### src/design/spf_pkg.sv
// shared types and constants for the serial packet framer
package spf_pkg;

  localparam logic CMD_START   = 1'b0;
  localparam logic CMD_PAYLOAD = 1'b1;

  localparam logic [7:0] SYNC_FIRST     = 8'hAA;
  localparam logic [7:0] SYNC_SECOND    = 8'h55;
  localparam logic [7:0] FRAME_OVERHEAD = 8'd5;

  localparam int BURST_MAX = 5;
  localparam int BURST_W   = 3;

  typedef struct packed {
    logic [BURST_MAX-1:0][7:0] bytes;
    logic [BURST_W-1:0]        count;
    logic                      closes;
  } burst_t;

endpackage

### src/design/serial_packet_framer_sum8.sv
// serial packet framer with 8-bit additive checksum
//
// input channel s_axis: one beat is a command. tuser = 0 starts a frame with
// payload_length and frame_number from tdata; tuser = 1 carries one payload
// byte. a start turns into four header beats (0xAA, 0x55, length + 5, frame
// number), plus the checksum at once for an empty payload. each payload beat
// inside a frame gives its byte, and the last one is followed by the
// checksum. oversized starts and payload beats outside a frame give nothing.
// output channel m_axis: one frame byte per beat, tlast on the checksum.
// an accepted beat is registered into a burst slot (pend), and from there into
// the output stage (act) that drives m_axis. a burst goes out one byte per
// output beat, and a new beat is taken whenever the slot is free or is handing
// its burst on, so payload beats stream at one per cycle while m_axis is ready,
// and the four or five bytes of a start hold back the beats behind it.
// when m_axis stalls, the current burst holds and one more burst waits in the
// slot, after which s_axis_tready drops.
// reset clears the frame state and both burst stages; no beat is lost or
// repeated by stalls on either side.
module serial_packet_framer_sum8
  import spf_pkg::*;
#(
  parameter int MAX_PAYLOAD = 32
) (
  input  logic        clk,
  input  logic        rst,
  input  logic        s_axis_tvalid,
  output logic        s_axis_tready,
  input  logic [23:0] s_axis_tdata,  // payload_length, frame_number, payload_byte
  input  logic        s_axis_tuser,  // command
  output logic        m_axis_tvalid,
  input  logic        m_axis_tready,
  output logic [7:0]  m_axis_tdata,  // tx_byte
  output logic        m_axis_tlast   // frame_end
);

  localparam int LEFT_W = $clog2(MAX_PAYLOAD + 1);
  localparam logic [7:0] MAX_LEN = 8'(MAX_PAYLOAD);

  logic              in_frame, in_frame_next;
  logic [LEFT_W-1:0] bytes_left, bytes_left_next;
  logic [7:0]        running_sum, running_sum_next;

  logic   pend_valid;
  burst_t pend;
  burst_t burst_next;
  logic   act_valid;
  burst_t act;
  logic [BURST_W-1:0] pos;

  logic [7:0] len, num, data;
  logic [7:0] hdr_len, hdr_sum, pay_sum;
  logic       in_fire, act_last, act_take, act_load;

  assign len  = s_axis_tdata[7:0];
  assign num  = s_axis_tdata[15:8];
  assign data = s_axis_tdata[23:16];

  assign s_axis_tready = !pend_valid || act_load;
  assign in_fire = s_axis_tvalid && s_axis_tready;

  assign hdr_len = len + FRAME_OVERHEAD;
  assign hdr_sum = SYNC_FIRST + SYNC_SECOND + hdr_len + num;
  assign pay_sum = running_sum + data;

  always_comb begin
    in_frame_next    = in_frame;
    bytes_left_next  = bytes_left;
    running_sum_next = running_sum;
    burst_next       = '0;
    if (s_axis_tuser == CMD_START) begin
      if (len <= MAX_LEN) begin
        burst_next.bytes[0] = SYNC_FIRST;
        burst_next.bytes[1] = SYNC_SECOND;
        burst_next.bytes[2] = hdr_len;
        burst_next.bytes[3] = num;
        if (len == 8'd0) begin
          burst_next.bytes[4] = hdr_sum;
          burst_next.count    = BURST_W'(5);
          burst_next.closes   = 1'b1;
          in_frame_next       = 1'b0;
          bytes_left_next     = '0;
          running_sum_next    = '0;
        end else begin
          burst_next.count = BURST_W'(4);
          in_frame_next    = 1'b1;
          bytes_left_next  = len[LEFT_W-1:0];
          running_sum_next = hdr_sum;
        end
      end
    end else if (in_frame && bytes_left != '0) begin
      burst_next.bytes[0] = data;
      if (bytes_left == LEFT_W'(1)) begin
        burst_next.bytes[1] = pay_sum;
        burst_next.count    = BURST_W'(2);
        burst_next.closes   = 1'b1;
        in_frame_next       = 1'b0;
        bytes_left_next     = '0;
        running_sum_next    = '0;
      end else begin
        burst_next.count = BURST_W'(1);
        bytes_left_next  = bytes_left - LEFT_W'(1);
        running_sum_next = pay_sum;
      end
    end
  end

  assign act_last = (pos == act.count - BURST_W'(1));
  assign act_take = act_valid && m_axis_tready;
  assign act_load = !act_valid || (act_take && act_last);

  assign m_axis_tvalid = act_valid;
  assign m_axis_tdata  = act.bytes[pos];
  assign m_axis_tlast  = act.closes && act_last;

  always_ff @(posedge clk) begin
    if (rst) begin
      in_frame    <= 1'b0;
      bytes_left  <= '0;
      running_sum <= '0;
      pend_valid  <= 1'b0;
      act_valid   <= 1'b0;
      pos         <= '0;
    end else begin
      if (in_fire) begin
        in_frame    <= in_frame_next;
        bytes_left  <= bytes_left_next;
        running_sum <= running_sum_next;
      end
      if (in_fire && burst_next.count != '0) begin
        pend_valid <= 1'b1;
        pend       <= burst_next;
      end else if (act_load) begin
        pend_valid <= 1'b0;
      end
      if (act_load) begin
        act_valid <= pend_valid;
        pos       <= '0;
        if (pend_valid) begin
          act <= pend;
        end
      end else if (act_take) begin
        pos <= pos + BURST_W'(1);
      end
    end
  end

endmodule

### config.mk
export PLATFORM = sky130hd
export DESIGN_NAME = serial_packet_framer_sum8
export DESIGN_NICKNAME = d
export VERILOG_FILES = /design/src/design/spf_pkg.sv /design/src/design/serial_packet_framer_sum8.sv
export SDC_FILE = /design/constraint.sdc
export NUM_CORES = 1
export LEC_CHECK = 0
export BUFFER_PORTS_ARGS = -buffer_cell sky130_fd_sc_hd__buf_4
export CAP_MARGIN = 20
export CORE_ASPECT_RATIO = 1.5
export CORE_MARGIN = 2
export CORE_UTILIZATION = 24
export DETAILED_ROUTE_END_ITERATION = 8
export PLACE_DENSITY = 0.41
export SYNTH_ARGS = -nofsm -noshare
export SYNTH_HDL_FRONTEND = slang
export SYNTH_SLANG_ARGS = --single-unit
### constraint.sdc
create_clock -name clk -period 7.35 [get_ports clk]
set_input_delay 0.735 -clock clk [delete_from_list [all_inputs] [get_ports clk]]
set_output_delay 0.735 -clock clk [all_outputs]
set_load 0.03 [all_outputs]
==> metrics, run 1 <==
run status=complete, no violations; WL final=roughly 12 mm; CTS tree=done; hold_buf cts=0; Root Buffer=clkbuf_16; # port buffers=39; Top Metal Used=met4; top_reg_cell synth=edfxtp_1; initial core utilization=24.5%; vias in the first global route=3,416; Post-synth top cells=88 x edfxtp_1, 48 x nor2_1, 44 x inv_1; dominant cell by count in the synthesized netlist=edfxtp_1; VDD IR max=about 98 uV; CP endpoint kind=output pin; Placer Congestion=0.814; FMAX=~320 MHz; gr ovfl total=0; WL met1=5.10 mm; Setup TNS=0 ns; Mapped Area=5160 um^2; CORE AREA=roughly 21,000 um^2; final worst slack=4.25 ns; fin area=6150 um^2; synthesized area per cell=12.3 um^2; cells after synthesis=~420; Rows=65; Die H=about 180 um; max_slew headroom=a little under a third; Final Hold Viols=0; Post-CTS Resized=0; Crit Path Max Fanout=12; Multi-input gate area=1920 um^2; crit path kind=flip-flop to output pin; largest net degree at the start of global routing=between 40 and 50; number of synthesized register bits=roughly 110; Total GRT Usage=11.3%; Yosys top cell area share=51.2%; post-CTS setup buffers=0; Die Wd=~120 um; Final Core Density=29.2%; initial antenna violation count=0; # setup viols final=0; nature of the critical path startpoint=flip-flop; Min-Delay Path Class=flip-flop to flip-flop; asr flop ratio synth=0%; wire length per cell=about 16 um; vias per std cell=4.40; Yosys cell types=52; Via Count=3,259; met2 wire len=6.42 mm; Period minus WS final=3.10 ns; # clock sinks=108; Layout area overhead=19.2%; register area=about 3000 um^2; # fillers=2,131; # IOs=40; # Max-Cap Violations=0; CTS max path bufs=2; total CTS buffers=9; CTS H-tree lvls=3; Post-synth EDFFs=88; Reg clk slew, reported paths=0.07 ns; CP arrival=between 2 and 2.5 ns; power per standard cell area=215 nW/um^2; routed wl met3=~350 um; Final nets=526; layout cells sized above 1=18.8%; Synth area leaders=edfxtp_1 51%, dfxtp_1 7.8%, ha_1 6.5%; RSZ-0062 raised after global routing=false; first-pass GRT wire length=roughly 19 mm; period utilization=42.2%; Place WS=3.93 ns; drt pass-1 iters=4; Final ANT Viol Nets=0; leakage power=between 2 and 2.5 nW; Placed Instance Area=5820 um^2; DRT iter0 DRCs=between 150 and 200; Residual DRC=0; Slew @ Worst Pin=around 1.0 ns; number of diodes=0; fin. max-slew vios=0; worst skew pair latency=around 0.35 ns; area leader, netlist=edfxtp_1; Crit path required time=about 6.6 ns; register area share after synthesis=59.0%; DIE AREA=22,700 um^2; final clock skew=~0.012 ns; Ys Warns=0; HPWL after detailed placement=9.07 mm
-- layer usage --
layer	global-route usage, %	vias up
li1	-	1595
met1	13.3	1600
met2	20.1	50
met3	1.89	14
met4	4.14	0
met5	0	-
-- critical path: stages (launching register included) --
cell and delay (ns):
dfxtp_1 0.91, xor2_1 0.20, a41oi_2 0.44, nand2_1 0.23, buf_4 0.23
-- cells in the final DEF (no fill, tap or decap), types with 2 or more instances in the layout --
| cell type | synthesis | layout |
|---|---|---|
| edfxtp_1 | 88 | 88 |
| nor2_1 | 48 | 47 |
| inv_1 | 44 | 44 |
| buf_4 | 1 | 43 |
| nand2_1 | 33 | 33 |
| ha_1 | 27 | 27 |
| dfxtp_1 | 20 | 20 |
| o21ai_0 | 16 | 16 |
| xor2_1 | 15 | 15 |
| a21oi_1 | 15 | 15 |
| clkbuf_16 | 0 | 9 |
| xnor2_1 | 8 | 8 |
| mux4_2 | 8 | 8 |
| nor2b_1 | 7 | 7 |
| and2_1 | 7 | 7 |
| nor3_1 | 6 | 6 |
| o21ai_1 | 6 | 6 |
| a211oi_1 | 6 | 6 |
| nor3_2 | 6 | 6 |
| nand3_1 | 4 | 4 |
| or2_2 | 3 | 3 |
| a21o_1 | 3 | 3 |
| a22oi_1 | 3 | 3 |
| a32o_1 | 3 | 3 |
| a221oi_1 | 3 | 3 |
| nor3b_2 | 0 | 2 |
| o211ai_1 | 2 | 2 |
| nor3b_1 | 4 | 2 |
| a221oi_2 | 2 | 2 |
| and3_1 | 2 | 2 |
| fa_1 | 2 | 2 |
| bufinv_16 | 0 | 2 |
| clkinvlp_4 | 0 | 2 |
| conb_1 | 1 | 2 |
-- stage by stage --
step           hold slack, ns  instances  power (mW)
2_1_floorplan           0.400        422       0.759
3_3_place_gp            0.404        723       0.805
3_5_place_dp            0.405        725       0.806
4_1_cts                 0.422        741        1.34
5_1_grt                 0.426        741        1.38
6_report                0.421        741        1.32
-- final timing paths --
path / from / to / slack (ns) / depth (start not counted)
hold reg to reg: pend[10]$_SDFFCE_PN0P_ / act[10]$_DFFE_PP_ / 0.42 / 0
setup reg to reg: pos[0]$_SDFFE_PP0P_ / pend[37]$_SDFFCE_PP0P_ / 4.54 / 6
setup / recovery: pos[0]$_SDFFE_PP0P_ / s_axis_tready / 4.25 / 4
hold / removal: pend[10]$_SDFFCE_PN0P_ / act[10]$_DFFE_PP_ / 0.42 / 0
-- area by class of cell --
class                      count  share of cell area [%]
sequential                   108                    49.5
multi-input combinational    259                    31.2
timing repair buffer          45                    5.76
tap                          268                    5.45
clock buffer                  11                    3.95
inverter                      45                    2.75
clock inverter                 5                    1.36
-- sequential cells by signal, summed over array words and instances (netlist names) --
| name | count |
|---|---|
| running_sum | 8 |
| pend | 44 |
| bytes_left | 6 |
| m_axis_tvalid | 1 |
| pend_valid | 1 |
| pos | 3 |
| in_frame | 1 |
| act | 44 |
-- logic make-up after synthesis --
kind of cell             share of synthesized area [%]
AND/OR/NAND/NOR                                   12.0
other                                           0.0727
AO/OA/AOI/OAI                                     9.53
flip-flops                                        59.0
XOR/XNOR                                          4.34
buffers and inverters                             4.22
adder cells (fa/ha/maj)                           7.32
multiplexers                                      3.49
-- report_power, final --
group	switching (mW)	internal [mW]	total (mW)
logic	0.0776	0.0557	0.133
registers	0.00181	0.656	0.658
clock network	0.219	0.310	0.529
Note: power is estimated with default switching activity, not from simulation.
==> run 2, diff against run 1 <==
- ABC_AREA: not set -> 1
- PLACE_DENSITY: 0.41 -> 0.42
- clock period: 7.35 -> 2.76 ns (I/O delays scaled with it)
==> metrics, run 2 <==
run status=complete, no violations; Reg clk slew, reported paths=0.08 ns; leakage power=2.71 nW; r2r endpoint=pend[32]$_SDFFCE_PN0P_; Period minus WS final=2.34 ns; fin. max-slew vios=0; fin area=6340 um^2; Rows=67; top flop regs=act (44), pend (44), running_sum (8); CTS tree=done; Synth area leaders=edfxtp_1 49%, nand2_1 7.9%, dfxtp_1 7.5%; worst skew pair latency=0.35 ns; Final ANT Viol Nets=0; Root Buffer=clkbuf_16; end of the worst hold path=pend[9]$_DFFE_PP_; Clock power frac=37.6%; DP Cell Count=861; DRT iter0 DRCs=220; critical path's largest stage delay=between 0.3 and 0.4 ns; internal reg-to-reg setup slack=0.55 ns; Via Count=3,766; drt pass-1 iters=5; Worst Min Path Start=s_axis_tdata[21]; Placed Instance Area=6040 um^2; Layout area overhead=18.3%; Die H=187 um; CP arrival=about 2.6 ns; Crit path depth=15; initial antenna violation count=0; HPWL after detailed placement=approximately 11 mm; WL final=13.7 mm; Residual DRC=0; register area share after synthesis=56.8%; Place WS=a little over 0.04 ns; Post-CTS Resized=0; overall power=3.45 mW; Post-synth EDFFs=between 80 and 90; CORE AREA=roughly 22,000 um^2; # Max-Cap Violations=0; area leader, netlist=edfxtp_1; slowest CP cell=ha_1; DIE AREA=23,600 um^2; CTS H-tree lvls=3; Crit path required time=between 3 and 4 ns; Min-Delay Path Class=primary input to flip-flop; # setup viols final=0; Worst Hold Depth=3; Mapped Area=5360 um^2; total CTS buffers=9; # clock sinks=about 110; delay-heaviest family, CP=adder cells; VDD IR max=approximately 260 uV; power per standard cell area=545 nW/um^2; Placer Congestion=0.843; final worst slack=0.424 ns; largest net degree at the start of global routing=45; CP endpoint kind=flip-flop; vias per std cell=4.29; initial core utilization=24.2%; Total GRT Usage=12.0%; layout cells sized above 1=13.6%; worst r2r src=bytes_left[0]$_SDFFE_PP0P_; Post-synth top cells=113 x nand2_1, 88 x edfxtp_1, 85 x inv_1; first-pass GRT wire length=between 20 and 25 mm; gr ovfl total=0; post-CTS setup buffers=0; number of diodes=0; # fillers=2,382; Die Wd=126 um; max_slew headroom=about two thirds; Final nets=around 650; vias in the first global route=3,868; hold_buf cts=0; Yosys top cell area share=49.3%; wire length per cell=approximately 16 um; Final Core Density=28.7%; # IOs=40; Fin Hold WS=0.245 ns; Slew @ Worst Pin=0.497 ns; Comb power frac=roughly an eighth; asr flop ratio synth=0%; # port buffers=39; Ys Warns=0; Setup TNS=0 ns; Sw Ratio=26.0%; CP cell instances=buf_4, ha_1, o21ai_0, xor2_1, ha_1, inv_1, ha_1, nand2_1, inv_1, nand4_1, nand3_1, xor2_1, o21ai_0, nor2_2, nor2_1; most used cell, CP=ha_1; RSZ-0062 raised after global routing=false; dominant cell by count in the synthesized netlist=nand2_1; CTS max path bufs=2; nature of the critical path startpoint=primary input; commonest non-fill, non-tap cell in the layout=nand2_1; non-filler instance count after layout=roughly 880; worst reg2reg path depth=8; number of synthesized register bits=108; Sw Pwr=around 900 uW; Yosys cell types=39; Seq pwr share=slightly above 50%; FMAX=428 MHz; crit path kind=primary input to flip-flop; Int Power=2.56 mW; CP Buf/Inv Count=3; commonest non-fill, non-tap cells in the layout=113 x nand2_1, 88 x edfxtp_1, 85 x inv_1; cells after synthesis=547; Crit Path Max Fanout=5; period utilization=84.6%; Final Hold Viols=0; synthesized area per cell=9.80 um^2; final clock skew=about 0.0098 ns; top_reg_cell synth=edfxtp_1
==> run 2: cell types whose count changed in the layout (fill, tap and decap cells not counted), moves of 8 or more <==
| cell | delta |
|---|---|
| nand4_1 | +9 |
| a221o_1 | +8 |
| mux4_2 | -8 |
| nand2_1 | +80 |
| nand3_1 | +23 |
| inv_1 | +41 |
| a21oi_1 | +25 |
==> run 2: area by class of cell <==
| cell class | instances | area, um^2 | share of cell area, % |
|---|---|---|---|
| multi-input cells | 340 | 1930 | 30.4 |
| clock buffers | 9 | 225 | 3.55 |
| repair buffers | 48 | 385 | 6.07 |
| well taps | 276 | 345 | 5.44 |
| clock inverters | 7 | 77.6 | 1.22 |
| inverters | 89 | 339 | 5.35 |
| flip-flops and latches | 108 | 3040 | 48.0 |
==> run 2: cells by family (layout without fill, tap and decap cells) <==
group / count (synthesis) / in the layout / synth area share (%)
compound gates: 76 / 76 / 8.22
xor+xnor: 16 / 16 / 2.61
fa+ha+maj: 29 / 29 / 7.05
buf+inv: 100 / 153 / 7.68
flops: 108 / 108 / 56.8
other cells: 1 / 2 / 0.0700
simple gates: 217 / 217 / 17.6
==> run 2: worst register-to-register path: cells and delay by family, from the launching register on <==
kind / cells / cell delay [ns]
adder cells (fa/ha/maj): 1 / 0.20
flip-flops: 1 / 0.45
AND/OR/NAND/NOR: 5 / 0.86
buffers and inverters: 2 / 0.34
==> run 2: worst max path at each step <==
| stage | from | to | slack (ns) |
|---|---|---|---|
| after floorplan | act[1]$_DFFE_PP_ | act[0]$_DFFE_PP_ | 0.11 |
| after global placement | s_axis_tdata[0] | running_sum[6]$_SDFFE_PP0P_ | 0.08 |
| after detailed placement | s_axis_tdata[0] | running_sum[6]$_SDFFE_PP0P_ | 0.04 |
| after CTS | s_axis_tdata[0] | running_sum[6]$_SDFFE_PP0P_ | 0.42 |
| after global routing | s_axis_tdata[0] | running_sum[6]$_SDFFE_PP0P_ | 0.21 |
| final | s_axis_tdata[0] | running_sum[6]$_SDFFE_PP0P_ | 0.42 |
==> run 2: per-layer routing <==
| metal | up-vias | global-route usage (%) | routed length [um] |
|---|---|---|---|
| li1 | 1924 | - | - |
| met1 | 1771 | 13.7 | 5530 |
| met2 | 59 | 22.4 | 7490 |
| met3 | 12 | 1.97 | 358 |
| met4 | 0 | 4.06 | 284 |
| met5 | - | 0 | 0 |
==> run 2: power groups by stage <==
stage          sequential (mW)  clock (mW)  combinational [mW]
2_1_floorplan             1.79           0               0.257
3_3_place_gp              1.79           0               0.413
3_5_place_dp              1.79           0               0.412
4_1_cts                   1.75        1.34               0.414
5_1_grt                   1.75        1.41               0.461
6_report                  1.75        1.30               0.403
==> run 3, diff against run 2 <==
- clock period: 2.76 -> 1.9 ns (I/O delays scaled with it)
==> metrics, run 3 (synthesized netlist as in run 2, its figures left out) <==
register area=3050 um^2; fin. max-slew vios=0; CORE AREA=22,100 um^2; power per standard cell area=about 720 nW/um^2; nature of the critical path startpoint=flip-flop; first-pass GRT wire length=approximately 22 mm; initial antenna violation count=0; critical path's largest stage delay=0.37 ns; CTS H-tree lvls=3; # port buffers=39; Clock power frac=~35%; DRT iter0 DRCs=180; commonest non-fill, non-tap cells in the layout=101 x nand2_1, 88 x edfxtp_1, 80 x buf_4; number of diodes=0; failing checks=setup timing; final worst slack=-0.0834 ns; Total GRT Usage=12.1%; Die H=187 um; wire length per cell=15.5 um; CTS tree=done; Sw Ratio=26.1%; Comb power frac=between 15 and 20%; worst reg2reg path depth=12; Final nets=706; Worst Min Path Start=s_axis_tdata[13]; # clock sinks=108; # Max-Cap Violations=0; Min-Delay Path Class=primary input to flip-flop; FMAX=504 MHz; Final Core Density=32.8%; DP Cell Count=between 900 and 1,000; layout cells sized above 1=31.9%; Rows=67; worst skew pair latency=0.35 ns; Int Power=between 3 and 4 mW; fin area=7250 um^2; # fillers=approximately 2,300; r2r endpoint=act[33]$_DFFE_PP_; final clock skew=0.0125 ns; Worst Hold Depth=3; Root Buffer=clkbuf_16; Via Count=around 3,900; Die Wd=between 100 and 150 um; Place WS=-0.647 ns; CTS max path bufs=2; most used cell, CP=inv_2; CP cell instances=inv_2, ha_4, inv_2, nand2_1, nand2_1, nor2_2, nand3_4, nand2_2, inv_2, nor3_4, buf_6, buf_12; Final Hold Viols=0; vias in the first global route=about 4,000; worst r2r src=act[1]$_DFFE_PP_; overall power=5.23 mW; Crit Path Max Fanout=22; top flop regs=act (44), pend (44), running_sum (8); RSZ-0062 raised after global routing=true; slowest CP cell=edfxtp_1; # IOs=40; DIE AREA=roughly 24,000 um^2; Setup TNS=-5.33 ns; WL final=14.4 mm; hold_buf cts=0; total CTS buffers=9; initial core utilization=24.2%; # setup viols final=92; Seq pwr share=48.6%; Reg clk slew, reported paths=around 0.080 ns; Placer Congestion=0.869; gr ovfl total=0; Crit path required time=1.95 ns; non-filler instance count after layout=929; Layout area overhead=35.2%; end of the worst hold path=pend[33]$_SDFFCE_PN0P_; Period minus WS final=about 2.0 ns; Sw Pwr=1.37 mW; largest net degree at the start of global routing=45; Final ANT Viol Nets=0; run status=complete, but fails checks; HPWL after detailed placement=11.0 mm; period utilization=104%; Residual DRC=0; drt pass-1 iters=4; leakage power=about 3.1 nW; crit path kind=flip-flop to flip-flop; CP arrival=2.03 ns; Fin Hold WS=about 0.16 ns; Placed Instance Area=6470 um^2; vias per std cell=4.24; commonest non-fill, non-tap cell in the layout=nand2_1; CP endpoint kind=flip-flop; Multi-input gate area=2270 um^2; internal reg-to-reg setup slack=-0.08 ns; VDD IR max=449 uV
run 3: cell count changes in the layout (fill, tap and decap cells not counted), moves of 11 or more:
cell | before | now
buf_4 | 46 | 80
inv_1 | 85 | 70
a21oi_1 | 40 | 26
a21oi_2 | 1 | 13
inv_2 | 1 | 13
nand2_1 | 113 | 101
nand2_2 | 3 | 14
run 3: worst max path at each step:
| stage | from | endpoint | cells after the start |
|---|---|---|---|
| finish | act[1]$_DFFE_PP_ | act[33]$_DFFE_PP_ | 12 |
| global route | act[1]$_DFFE_PP_ | act[33]$_DFFE_PP_ | 12 |
| CTS | act[1]$_DFFE_PP_ | act[33]$_DFFE_PP_ | 11 |
| detailed placement | s_axis_tdata[0] | running_sum[6]$_SDFFE_PP0P_ | 15 |
| global placement | s_axis_tdata[0] | running_sum[6]$_SDFFE_PP0P_ | 15 |
| floorplan | act[1]$_DFFE_PP_ | act[0]$_DFFE_PP_ | 9 |
run 3: critical path: cells and delay by family, from the launching register on:
family | cells | cell delay (ns)
buffers and inverters | 5 | 0.47
adders and majority gates | 1 | 0.26
and+or+nand+nor | 6 | 0.57
DFF | 1 | 0.37
run 3: final cells by class:
type / count / area share, %
multi-input combinational: 340 / 31.3
tap: 276 / 4.76
sequential: 108 / 42.1
clock inverter: 7 / 0.777
clock buffer: 9 / 3.11
timing repair buffer: 100 / 12.9
inverter: 89 / 5.06
run 3: metal layers:
layer	up-vias	GRT usage, %	routed length [um]
met5	-	0	0
met4	0	3.47	159
met3	9	1.77	213
met2	38	23.6	8500
met1	1870	13.3	5540
li1	2025	-	-
run 3: power groups by stage:
| stage | Sequential, mW | Clock [mW] | Combinational [mW] |
|---|---|---|---|
| 5_1_grt | 2.55 | 1.95 | 0.971 |
| 3_5_place_dp | 2.60 | 0 | 0.738 |
| 4_1_cts | 2.55 | 1.86 | 0.808 |
| 3_3_place_gp | 2.60 | 0 | 0.735 |
| 2_1_floorplan | 2.60 | 0 | 0.430 |
| 6_report | 2.55 | 1.81 | 0.877 |
run 3: repair_timing:
action	4_1_cts	5_1_grt
pin swaps	21	23
buffers inserted	4	4
gates cloned	0	4
resized for setup	48	50
endpoints found under the setup margin	113	114
